===== src/design/arqm_pkg.sv =====
`default_nettype none

package arqm_pkg;

    // queue depth bound on the overflow limit
    localparam int unsigned MAX_QUEUE   = 255;
    localparam logic [15:0] MAX_QUEUE_W = 16'(MAX_QUEUE);

    localparam int CFG_IDX_W  = 3;
    localparam int CFG_DATA_W = 20;
    localparam int MUL_W      = 32;

    // commands
    localparam logic [1:0] CMD_ARRIVAL = 2'd0;
    localparam logic [1:0] CMD_DEPART  = 2'd1;
    localparam logic [1:0] CMD_TICK    = 2'd2;

    // drop causes
    localparam logic [1:0] CAUSE_NONE   = 2'd0;
    localparam logic [1:0] CAUSE_FULL   = 2'd1;
    localparam logic [1:0] CAUSE_RANDOM = 2'd2;
    localparam logic [1:0] CAUSE_FORCED = 2'd3;

    // register indexes
    localparam logic [CFG_IDX_W-1:0] CFG_MIN_TH  = 3'd0;
    localparam logic [CFG_IDX_W-1:0] CFG_MAX_TH  = 3'd1;
    localparam logic [CFG_IDX_W-1:0] CFG_Q_LIMIT = 3'd2;
    localparam logic [CFG_IDX_W-1:0] CFG_WEIGHT  = 3'd3;
    localparam logic [CFG_IDX_W-1:0] CFG_MEAN    = 3'd4;
    localparam logic [CFG_IDX_W-1:0] CFG_SPREAD  = 3'd5;

    localparam logic [15:0] MAXP_RESET  = 16'd6554;
    localparam logic [9:0]  ONE_PCT_Q16 = 10'd655;
    localparam logic [19:0] CNT_MAX     = 20'hFFFFF;
    // ceil(2^36 / 1000), exact floor division for products below 2^26
    localparam logic [26:0] RECIP_1000  = 27'd68719477;

    typedef struct packed {
        logic [1:0] cmd;
        logic [6:0] rand_pct;
    } t_in_item;

    typedef struct packed {
        logic        admitted;
        logic [1:0]  drop_cause;
        logic [7:0]  queue_length;
        logic [23:0] average_length;
        logic [15:0] max_probability;
        logic [3:0]  load_level;
    } t_out_item;

    typedef struct packed {
        logic [7:0]  min_threshold;
        logic [7:0]  max_threshold;
        logic [7:0]  queue_limit;
        logic [15:0] avg_weight;
        logic [19:0] rate_mean;
        logic [19:0] rate_spread;
    } t_cfg;

    localparam t_cfg CFG_RESET = '{
        min_threshold: 8'd5,
        max_threshold: 8'd15,
        queue_limit:   8'd35,
        avg_weight:    16'd131,
        rate_mean:     20'd2377,
        rate_spread:   20'd302
    };

    // multiplicative cut factor in thousandths, by load level
    function automatic logic [9:0] cut_factor(input logic [3:0] lvl);
        logic [9:0] f;
        case (lvl)
            4'd1:    f = 10'd830;
            4'd2:    f = 10'd844;
            4'd3:    f = 10'd858;
            4'd4:    f = 10'd872;
            default: f = 10'd900;
        endcase
        return f;
    endfunction

endpackage

`default_nettype wire


===== src/design/arqm_cfg.sv =====
`default_nettype none

module arqm_cfg import arqm_pkg::*; (
    input  wire logic                  i_clk,
    input  wire logic                  i_rst_n,
    input  wire logic                  i_wr_en,
    input  wire logic [CFG_IDX_W-1:0]  i_wr_index,
    input  wire logic [CFG_DATA_W-1:0] i_wr_data,
    output t_cfg                       o_cfg
);

    t_cfg r_cfg;

    always_ff @(posedge i_clk) begin
        if (!i_rst_n) begin
            r_cfg <= CFG_RESET;
        end else if (i_wr_en) begin
            case (i_wr_index)
                CFG_MIN_TH:  r_cfg.min_threshold <= i_wr_data[7:0];
                CFG_MAX_TH:  r_cfg.max_threshold <= i_wr_data[7:0];
                CFG_Q_LIMIT: r_cfg.queue_limit   <= i_wr_data[7:0];
                CFG_WEIGHT:  r_cfg.avg_weight    <= i_wr_data[15:0];
                CFG_MEAN:    r_cfg.rate_mean     <= i_wr_data[19:0];
                CFG_SPREAD:  r_cfg.rate_spread   <= i_wr_data[19:0];
                default: begin
                    // writes beyond the register list are ignored
                end
            endcase
        end
    end

    assign o_cfg = r_cfg;

endmodule

`default_nettype wire


===== src/design/arqm_mul.sv =====
`default_nettype none

module arqm_mul import arqm_pkg::*; (
    input  wire logic                 i_clk,
    input  wire logic [MUL_W-1:0]     i_a,
    input  wire logic [MUL_W-1:0]     i_b,
    output logic      [2*MUL_W-1:0]   o_prod
);

    logic [2*MUL_W-1:0] r_prod;

    // one multiply per cycle, product registered
    always_ff @(posedge i_clk) begin
        r_prod <= {{MUL_W{1'b0}}, i_a} * {{MUL_W{1'b0}}, i_b};
    end

    assign o_prod = r_prod;

endmodule

`default_nettype wire


===== src/design/adaptive_red_queue_manager_top.sv =====
`default_nettype none

// channel   direction  handshake                  payload
// ------------------------------------------------------------------------------
// in        in         i_in_valid / o_in_ready    i_in_data   (t_in_item)
// out       out        o_out_valid / i_out_ready  o_out_data  (t_out_item)
// cfg       in         i_cfg_valid / o_cfg_ready  i_cfg_index, i_cfg_data
//
// one item at a time through a small sequencer around one shared 32x32 multiplier
// arrival outside the random band, departure, unused command: decode, then finish
// arrival in the random band: three multiplies, two chained, then a compare
// tick: average update, the seven-step level compare loop, then the adapt step;
//   a level-scaled raise adds a raise step, a cut a divide by the reciprocal
// reset is synchronous active low; config returns to defaults, maxp to 0.1
// a finished result waits in the output register while the next item is taken;
//   the sequencer only holds when a second result is ready before the first leaves

module adaptive_red_queue_manager_top import arqm_pkg::*; (
    input  wire logic                  i_clk,
    input  wire logic                  i_rst_n,
    // item input
    input  wire logic                  i_in_valid,
    output logic                       o_in_ready,
    input  wire t_in_item              i_in_data,
    // result output
    output logic                       o_out_valid,
    input  wire logic                  i_out_ready,
    output t_out_item                  o_out_data,
    // configuration writes
    input  wire logic                  i_cfg_valid,
    output logic                       o_cfg_ready,
    input  wire logic [CFG_IDX_W-1:0]  i_cfg_index,
    input  wire logic [CFG_DATA_W-1:0] i_cfg_data
);

    typedef enum logic [3:0] {
        S_IDLE,
        S_DECODE,
        S_A1,
        S_A2,
        S_A3,
        S_A4,
        S_T1,
        S_T2,
        S_T3,
        S_CLS,
        S_ADAPT,
        S_RAISE,
        S_CUT1,
        S_CUT2,
        S_FIN
    } t_state;

    localparam logic [2:0] CLS_LAST = 3'd6;

    // config registers
    t_cfg cfg;

    assign o_cfg_ready = 1'b1;

    arqm_cfg u_cfg (
        .i_clk      (i_clk),
        .i_rst_n    (i_rst_n),
        .i_wr_en    (i_cfg_valid & o_cfg_ready),
        .i_wr_index (i_cfg_index),
        .i_wr_data  (i_cfg_data),
        .o_cfg      (cfg)
    );

    // shared multiplier
    logic [MUL_W-1:0]   mul_a;
    logic [MUL_W-1:0]   mul_b;
    logic [2*MUL_W-1:0] prod;

    arqm_mul u_mul (
        .i_clk  (i_clk),
        .i_a    (mul_a),
        .i_b    (mul_b),
        .o_prod (prod)
    );

    // architectural state
    t_state             r_state;
    logic [7:0]         r_occ;
    logic [23:0]        r_avg;
    logic [15:0]        r_maxp;
    logic [19:0]        r_cnt;
    logic [3:0]         r_level;

    // per-item working registers
    logic [1:0]         r_cmd;
    logic [6:0]         r_pct;
    logic               r_adm;
    logic [1:0]         r_cause;
    logic [14:0]        r_lhs;
    logic [39:0]        r_acc;
    logic signed [23:0] r_thr;
    logic [3:0]         r_lvl;
    logic [2:0]         r_k;

    // result register
    logic               r_out_valid;
    t_out_item          r_out;

    // arrival decision terms
    logic [15:0] lim16;
    logic        queue_full;
    logic [23:0] min_q;
    logic [23:0] max_q;
    logic        below_min;
    logic        below_max;
    logic [7:0]  th_diff;
    logic [23:0] avg_excess;
    logic        rand_drop;

    // tick terms
    logic [16:0]        w_comp;
    logic [40:0]        tick_sum;
    logic [21:0]        spread3;
    logic signed [23:0] thr0;
    logic               cnt_ge_thr;
    logic [27:0]        ten_avg;
    logic [11:0]        lo_sum;
    logic [11:0]        hi_sum;
    logic [27:0]        lo_target;
    logic [27:0]        hi_target;
    logic [22:0]        maxp100;
    logic               do_raise;
    logic               do_cut;
    logic               lvl_big;
    logic [15:0]        raise_small_add;

    always_comb begin
        // overflow limit is the smaller of the register and the depth bound
        lim16      = (MAX_QUEUE_W < {8'd0, cfg.queue_limit}) ? MAX_QUEUE_W
                                                             : {8'd0, cfg.queue_limit};
        queue_full = ({8'd0, r_occ} >= lim16);
        min_q      = {cfg.min_threshold, 16'd0};
        max_q      = {cfg.max_threshold, 16'd0};
        below_min  = (r_avg < min_q);
        below_max  = (r_avg < max_q);
        // only used inside the random band, where min < max
        th_diff    = cfg.max_threshold - cfg.min_threshold;
        avg_excess = r_avg - min_q;
        // pct*(max-min)*2^32 <= (avg-min)*100*maxp
        rand_drop  = ({r_lhs, 32'd0} <= prod[46:0]);

        w_comp   = 17'h10000 - {1'b0, cfg.avg_weight};
        // round to nearest, half up
        tick_sum = {1'b0, r_acc} + {1'b0, prod[23:0], 16'd0} + 41'd32768;

        // lowest band edge is mean - 3*spread, then step by spread
        spread3    = {2'd0, cfg.rate_spread} + {1'b0, cfg.rate_spread, 1'b0};
        thr0       = $signed({4'd0, cfg.rate_mean}) - $signed({2'd0, spread3});
        cnt_ge_thr = ($signed({4'd0, r_cnt}) >= r_thr);

        // targets at 40% and 60% of the band, scaled by 10
        ten_avg   = {1'b0, r_avg, 3'd0} + {3'd0, r_avg, 1'b0};
        lo_sum    = 12'(cfg.min_threshold) * 12'd6 + 12'(cfg.max_threshold) * 12'd4;
        hi_sum    = 12'(cfg.min_threshold) * 12'd4 + 12'(cfg.max_threshold) * 12'd6;
        lo_target = {lo_sum, 16'd0};
        hi_target = {hi_sum, 16'd0};
        maxp100   = 23'(r_maxp) * 23'd100;

        do_raise  = (ten_avg > hi_target) && !r_maxp[15];
        do_cut    = !do_raise && (ten_avg < lo_target) && (maxp100 > 23'd65536);
        lvl_big   = (r_lvl >= 4'd5);
        // light load: quarter of maxp, capped at one percent above four percent
        raise_small_add = (maxp100 > 23'd262144) ? 16'(ONE_PCT_Q16)
                                                 : {2'd0, r_maxp[15:2]};
    end

    // multiplier operand select by sequencer step
    always_comb begin
        mul_a = '0;
        mul_b = '0;
        case (r_state)
            S_A1: begin
                mul_a = 32'(r_pct);
                mul_b = 32'(th_diff);
            end
            S_A2: begin
                mul_a = 32'(avg_excess);
                mul_b = 32'd100;
            end
            S_A3: begin
                mul_a = 32'(prod[30:0]);
                mul_b = 32'(r_maxp);
            end
            S_T1: begin
                mul_a = 32'(r_avg);
                mul_b = 32'(w_comp);
            end
            S_T2: begin
                mul_a = 32'(r_occ);
                mul_b = 32'(cfg.avg_weight);
            end
            S_ADAPT: begin
                mul_a = 32'(r_maxp);
                mul_b = do_raise ? 32'(r_lvl - 4'd1) : 32'(cut_factor(r_lvl));
            end
            S_CUT1: begin
                // divide by 1000 through the reciprocal
                mul_a = 32'(prod[25:0]);
                mul_b = 32'(RECIP_1000);
            end
            default: begin
            end
        endcase
    end

    // sequencer, state and result register
    always_ff @(posedge i_clk) begin
        if (!i_rst_n) begin
            r_state     <= S_IDLE;
            r_out_valid <= 1'b0;
            r_occ       <= '0;
            r_avg       <= '0;
            r_maxp      <= MAXP_RESET;
            r_cnt       <= '0;
            r_level     <= '0;
        end else begin
            // the finish step reloads the result register itself
            if (r_out_valid && i_out_ready && (r_state != S_FIN)) begin
                r_out_valid <= 1'b0;
            end
            case (r_state)
                S_IDLE: begin
                    if (i_in_valid) begin
                        r_cmd   <= i_in_data.cmd;
                        r_pct   <= i_in_data.rand_pct;
                        r_adm   <= 1'b0;
                        r_cause <= CAUSE_NONE;
                        r_state <= S_DECODE;
                    end
                end
                S_DECODE: begin
                    case (r_cmd)
                        CMD_ARRIVAL: begin
                            // every arrival counts, saturating
                            if (r_cnt != CNT_MAX) begin
                                r_cnt <= r_cnt + 20'd1;
                            end
                            if (queue_full) begin
                                r_cause <= CAUSE_FULL;
                                r_state <= S_FIN;
                            end else if (below_min) begin
                                r_adm   <= 1'b1;
                                r_occ   <= r_occ + 8'd1;
                                r_state <= S_FIN;
                            end else if (below_max) begin
                                r_state <= S_A1;
                            end else begin
                                r_cause <= CAUSE_FORCED;
                                r_state <= S_FIN;
                            end
                        end
                        CMD_DEPART: begin
                            if (r_occ != 8'd0) begin
                                r_occ <= r_occ - 8'd1;
                            end
                            r_state <= S_FIN;
                        end
                        CMD_TICK: begin
                            r_state <= S_T1;
                        end
                        default: begin
                            // unused command only reports status
                            r_state <= S_FIN;
                        end
                    endcase
                end
                S_A1: begin
                    r_state <= S_A2;
                end
                S_A2: begin
                    r_lhs   <= prod[14:0];
                    r_state <= S_A3;
                end
                S_A3: begin
                    r_state <= S_A4;
                end
                S_A4: begin
                    if (rand_drop) begin
                        r_cause <= CAUSE_RANDOM;
                    end else begin
                        r_adm <= 1'b1;
                        r_occ <= r_occ + 8'd1;
                    end
                    r_state <= S_FIN;
                end
                S_T1: begin
                    r_state <= S_T2;
                end
                S_T2: begin
                    r_acc   <= prod[39:0];
                    r_state <= S_T3;
                end
                S_T3: begin
                    r_avg   <= tick_sum[39:16];
                    r_thr   <= thr0;
                    r_lvl   <= 4'd1;
                    r_k     <= '0;
                    r_state <= S_CLS;
                end
                S_CLS: begin
                    if (cnt_ge_thr) begin
                        r_lvl <= r_lvl + 4'd1;
                    end
                    r_thr <= r_thr + $signed({4'd0, cfg.rate_spread});
                    r_k   <= r_k + 3'd1;
                    if (r_k == CLS_LAST) begin
                        r_state <= S_ADAPT;
                    end
                end
                S_ADAPT: begin
                    r_level <= r_lvl;
                    r_cnt   <= '0;
                    if (do_raise) begin
                        if (lvl_big) begin
                            r_state <= S_RAISE;
                        end else begin
                            r_maxp  <= r_maxp + raise_small_add;
                            r_state <= S_FIN;
                        end
                    end else if (do_cut) begin
                        r_state <= S_CUT1;
                    end else begin
                        r_state <= S_FIN;
                    end
                end
                S_RAISE: begin
                    // heavy load: maxp*(level-1)/32
                    r_maxp  <= r_maxp + prod[20:5];
                    r_state <= S_FIN;
                end
                S_CUT1: begin
                    r_state <= S_CUT2;
                end
                S_CUT2: begin
                    r_maxp  <= prod[51:36];
                    r_state <= S_FIN;
                end
                S_FIN: begin
                    if (!r_out_valid || i_out_ready) begin
                        r_out_valid           <= 1'b1;
                        r_out.admitted        <= r_adm;
                        r_out.drop_cause      <= r_cause;
                        r_out.queue_length    <= r_occ;
                        r_out.average_length  <= r_avg;
                        r_out.max_probability <= r_maxp;
                        r_out.load_level      <= r_level;
                        r_state               <= S_IDLE;
                    end
                end
                default: begin
                    r_state <= S_IDLE;
                end
            endcase
        end
    end

    assign o_in_ready  = (r_state == S_IDLE);
    assign o_out_valid = r_out_valid;
    assign o_out_data  = r_out;

    // arrival counter is cleared once the tick has classified it
    a_cnt_cleared: assert property (@(posedge i_clk) disable iff (!i_rst_n)
        (r_state == S_ADAPT) |=> (r_cnt == '0))
        else $error("arrival count not cleared after tick");

    // a tick always lands on a level from 1 to 8
    a_level_range: assert property (@(posedge i_clk) disable iff (!i_rst_n)
        (r_state == S_ADAPT) |=> (r_level >= 4'd1 && r_level <= 4'd8))
        else $error("load level out of range after tick");

    // a loaded result is valid and never both admitted and dropped
    a_result_sane: assert property (@(posedge i_clk) disable iff (!i_rst_n)
        (r_state == S_FIN && (!r_out_valid || i_out_ready)) |=>
        (o_out_valid && !(o_out_data.admitted && o_out_data.drop_cause != CAUSE_NONE)))
        else $error("result loaded with conflicting admit and drop");

    // the sequencer takes one item and is busy on the next cycle
    a_one_item: assert property (@(posedge i_clk) disable iff (!i_rst_n)
        (i_in_valid && o_in_ready) |=> !o_in_ready)
        else $error("second item accepted while busy");

endmodule

`default_nettype wire

===== config.mk =====
export PLATFORM = sky130hd
export DESIGN_NAME = adaptive_red_queue_manager_top
export DESIGN_NICKNAME = d
export VERILOG_FILES = /design/src/design/arqm_pkg.sv /design/src/design/arqm_cfg.sv /design/src/design/arqm_mul.sv /design/src/design/adaptive_red_queue_manager_top.sv
export SDC_FILE = /design/constraint.sdc
export NUM_CORES = 2
export LEC_CHECK = 0
export BUFFER_PORTS_ARGS = -buffer_cell sky130_fd_sc_hd__buf_4
export CAP_MARGIN = 0
export CORE_MARGIN = 2
export CORE_UTILIZATION = 50
export DETAILED_ROUTE_END_ITERATION = 16
export GPL_TIMING_DRIVEN = 0
export PLACE_DENSITY_LB_ADDON = 0.05
export SYNTH_ARGS = -nofsm -noshare
export SYNTH_HDL_FRONTEND = slang
export SYNTH_SLANG_ARGS = --single-unit

===== constraint.sdc =====
create_clock -name i_clk -period 13.2 [get_ports i_clk]
set_input_delay 2.64 -clock i_clk [delete_from_list [all_inputs] [get_ports i_clk]]
set_output_delay 2.64 -clock i_clk [all_outputs]
set_load 0.05 [all_outputs]

==> out/metrics.yaml <==
synth_fa_ha_area_share_pct: 44.6
required_ns: 13.74
startpoint_type: "register"
antenna_found_initial: 4
die_area_um2: 101000
skew_ns: 0.0370
crit_type: "reg2reg"
max_freq_mhz: 78.2
numCtsBuffers: 44
die_h_um: 318
finalWorstSetupSlack_ns: 0.406
drv_cap: 0
ios: 95
root_buffer: "clkbuf_16"
synthTopCellsByArea: "fa_1 (32%), ha_1 (12%), dfxtp_1 (8.5%), edfxtp_1 (8.4%), inv_1 (8.0%)"
cts_tree: "yes"
synth_xor_area_share_pct: 3.89
synthSimpleGateAreaFrac_pct: 13.4
initial_core_util_pct: 50.3
avgSynthCellArea_um2: 9.14
seq_power_share_pct: 20.4
regArea_um2: 8340
setup_tns_ns: 0
ys_warn_count: 0
synth_cell_types: 87
die_x_um: 318
place_congestion: 0.990
cts_num_sinks: 347
drive_gt1_share_pct: 8.26
critPathMaxFanout: 7
synth_top_family_by_area: "adder cells"
grt_overflow_total: 0
dp_hpwl_um: 133000
synth-seq-cells: 347
cts.reportedPaths.clkPinSlew_ns: 0.07
port_buffers: 93
post-route-min-period_ns: 12.79
sw_frac_of_total_pct: 43.8
final_common_cell: "inv_1"
grt_use_total_pct: 32.3
nFillCells: 9082
viasPerCell: 5.53
peakVddDrop_uv: 403
synth_mux_area_share_pct: 0.416
core_um2: 98100
setup_viol: 0
synthArstFlopShare_pct: 0
wl_per_cell_um: 22.8
end_kind: "register"
power_leakage_nw: 26.5
htreeDepth: 2
yosys.area.top_type: "fa_1"
layout_common_cells: "inv_1 (1044), fa_1 (785), nand2_1 (526)"
drt_wl_total_um: 160000
syn_to_final_growth_pct: 11.5
synthDominantCellAreaShare_pct: 32.4
multi_input_area_um2: 37600
hold_buffers: 0
status: "complete, but fails checks"
netlist_instances: 5403
slew_viol_final: 5
ant_nets: 0
synth_compound_area_share_pct: 11.5
ys_dominant_reg_cell: "dfxtp_1"
first_pass_iters: 8
place_ws_ns: -2.48
rows: 115
switchingPower_mw: 2.80
grt_pass1_vias: 39200
internal_power_mw: 3.59
pwr-share-clk_pct: 20.3
post-route-period-util_pct: 96.9
ys_seq_area_share_pct: 16.9
crit_slowest_cell: "fa_1"
worst_pin_slew_ns: 1.58
cts_max_path_buffers: 3
drc: 0
min_path_type: "reg2reg"
final_nets: 7019
synth_edf_count: 138
cpPeakStageDelay_ns: 0.59
drt_iter0_markers: 3057
clock_latency_ns: 0.65
grt_pass1_wl_um: 245000
max_slew_margin_pct: -5.51
hold_viol: 0
combinationalPowerShare_pct: 59.3
cellPowerDensity_nw_per_um2: 116
critPathArrivalTime_ns: 13.34
failed_checks: "max-slew violations"
vias: 38800
grt_max_degree: 33
syn_area_um2: 49400
crit_top_cell: "fa_1"
==> through the flow <==
step	hold WS (ns)	instances	area (µm²)	util [%]	total power, mW
3_3_place_gp	0.415	6877	52000	53.0	4.89
2_1_floorplan	0.400	5497	49700	-	3.97
5_1_grt	0.445	7024	55000	56.1	6.92
6_report	0.442	7025	55000	56.1	6.39
3_5_place_dp	0.417	6893	52200	53.2	4.90
4_1_cts	0.435	6992	54300	55.3	6.34
==> cells in the mapped netlist (all sizes together) (16+ instances only) <==
cell type  number
a21o           98
buf            34
or3            18
a31oi          19
clkbuf        123
edfxtp        138
dfxtp         209
nor3           58
a211oi         36
o21ai         151
o211ai         41
and3           28
xnor2         136
nor2          478
a21boi         25
nand2         531
fa            800
nand2b         74
nand3          61
mux2i          16
o21a           31
nor2b          49
o21bai         31
xor2           83
o31ai          19
inv          1049
ha            481
a21oi         264
nand4          23
a22oi          24
or2            49
and2           34
==> logic make-up (layout without fill, tap and decap cells) <==
logic type               Yosys count  count (layout)
buffers and inverters           1206            1446
other                              2              97
XOR/XNOR                         219             219
AND/OR/NAND/NOR                 1464            1464
AO/OA/AOI/OAI                    864             864
flip-flops                       347             347
adder cells (fa/ha/maj)         1281            1281
multiplexers                      20              20
==> what timing repair did <==
| action | in CTS | in global routing |
|---|---|---|
| resized for setup | 104 | 128 |
| hold endpoints to repair | 0 | 0 |
| setup endpoints to repair | 34 | 26 |
| buffers inserted | 22 | 31 |
| cloned | 0 | 2 |
| pin swaps | 19 | 71 |
==> power groups by stage <==
stage / Clock (mW) / Sequential [mW] / Combinational (mW)
global placement: 0 / 1.33 / 3.57
finish: 1.30 / 1.30 / 3.79
floorplan: 0 / 1.27 / 2.70
global route: 1.36 / 1.31 / 4.25
detailed placement: 0 / 1.32 / 3.58
CTS: 1.33 / 1.30 / 3.71
==> layer usage <==
layer  GRT usage (%)  share of wire, %  vias up
met1            43.3                41    19300
met5               0                 0        -
met3            6.45               8.1      339
met4            13.9               5.4        0
met2            50.9                45     1391
li1                -                 -    17800
==> sequential cells by signal, indices dropped and copies added, names as in the netlist, 16 cells and up <==
register and flops:
r_thr 24, u_mul.o_prod 52, r_cnt 20, u_cfg.o_cfg 80, o_out_data 55, r_maxp 16
r_acc 25, r_avg 24
==> critical path, delay by kind of cell, from the launching register on <==
family	cells	cell delay (ns)
fa+ha+maj	12	5.23
compound gates	15	3.16
simple gates	14	2.47
buf+inv	11	1.26
flops	1	0.37
xor+xnor	1	0.17
==> final timing paths <==
kind                            from                  endpoint  slack (ns)  cells past startpoint
max reg2reg    r_avg[0]$_SDFFE_PN0P_  u_mul.o_prod[50]$_DFF_P_        0.41                     53
min          r_level[1]$_SDFFE_PN0P_   o_out_data[1]$_DFFE_PP_        0.44                      0
min reg2reg  r_level[1]$_SDFFE_PN0P_   o_out_data[1]$_DFFE_PP_        0.44                      0
max            r_avg[0]$_SDFFE_PN0P_  u_mul.o_prod[50]$_DFF_P_        0.41                     53
==> area by class of cell <==
class | instances | share of cell area, %
antenna | 1 | 0.00455
buffer | 151 | 1.36
clock buffer | 59 | 2.31
clock inverter | 23 | 0.446
inverter | 1049 | 7.17
multi-input combinational | 3944 | 68.2
sequential | 347 | 15.2
tap | 1287 | 2.93
timing repair buffer | 164 | 2.39
Power figures use the tool's default switching activity.
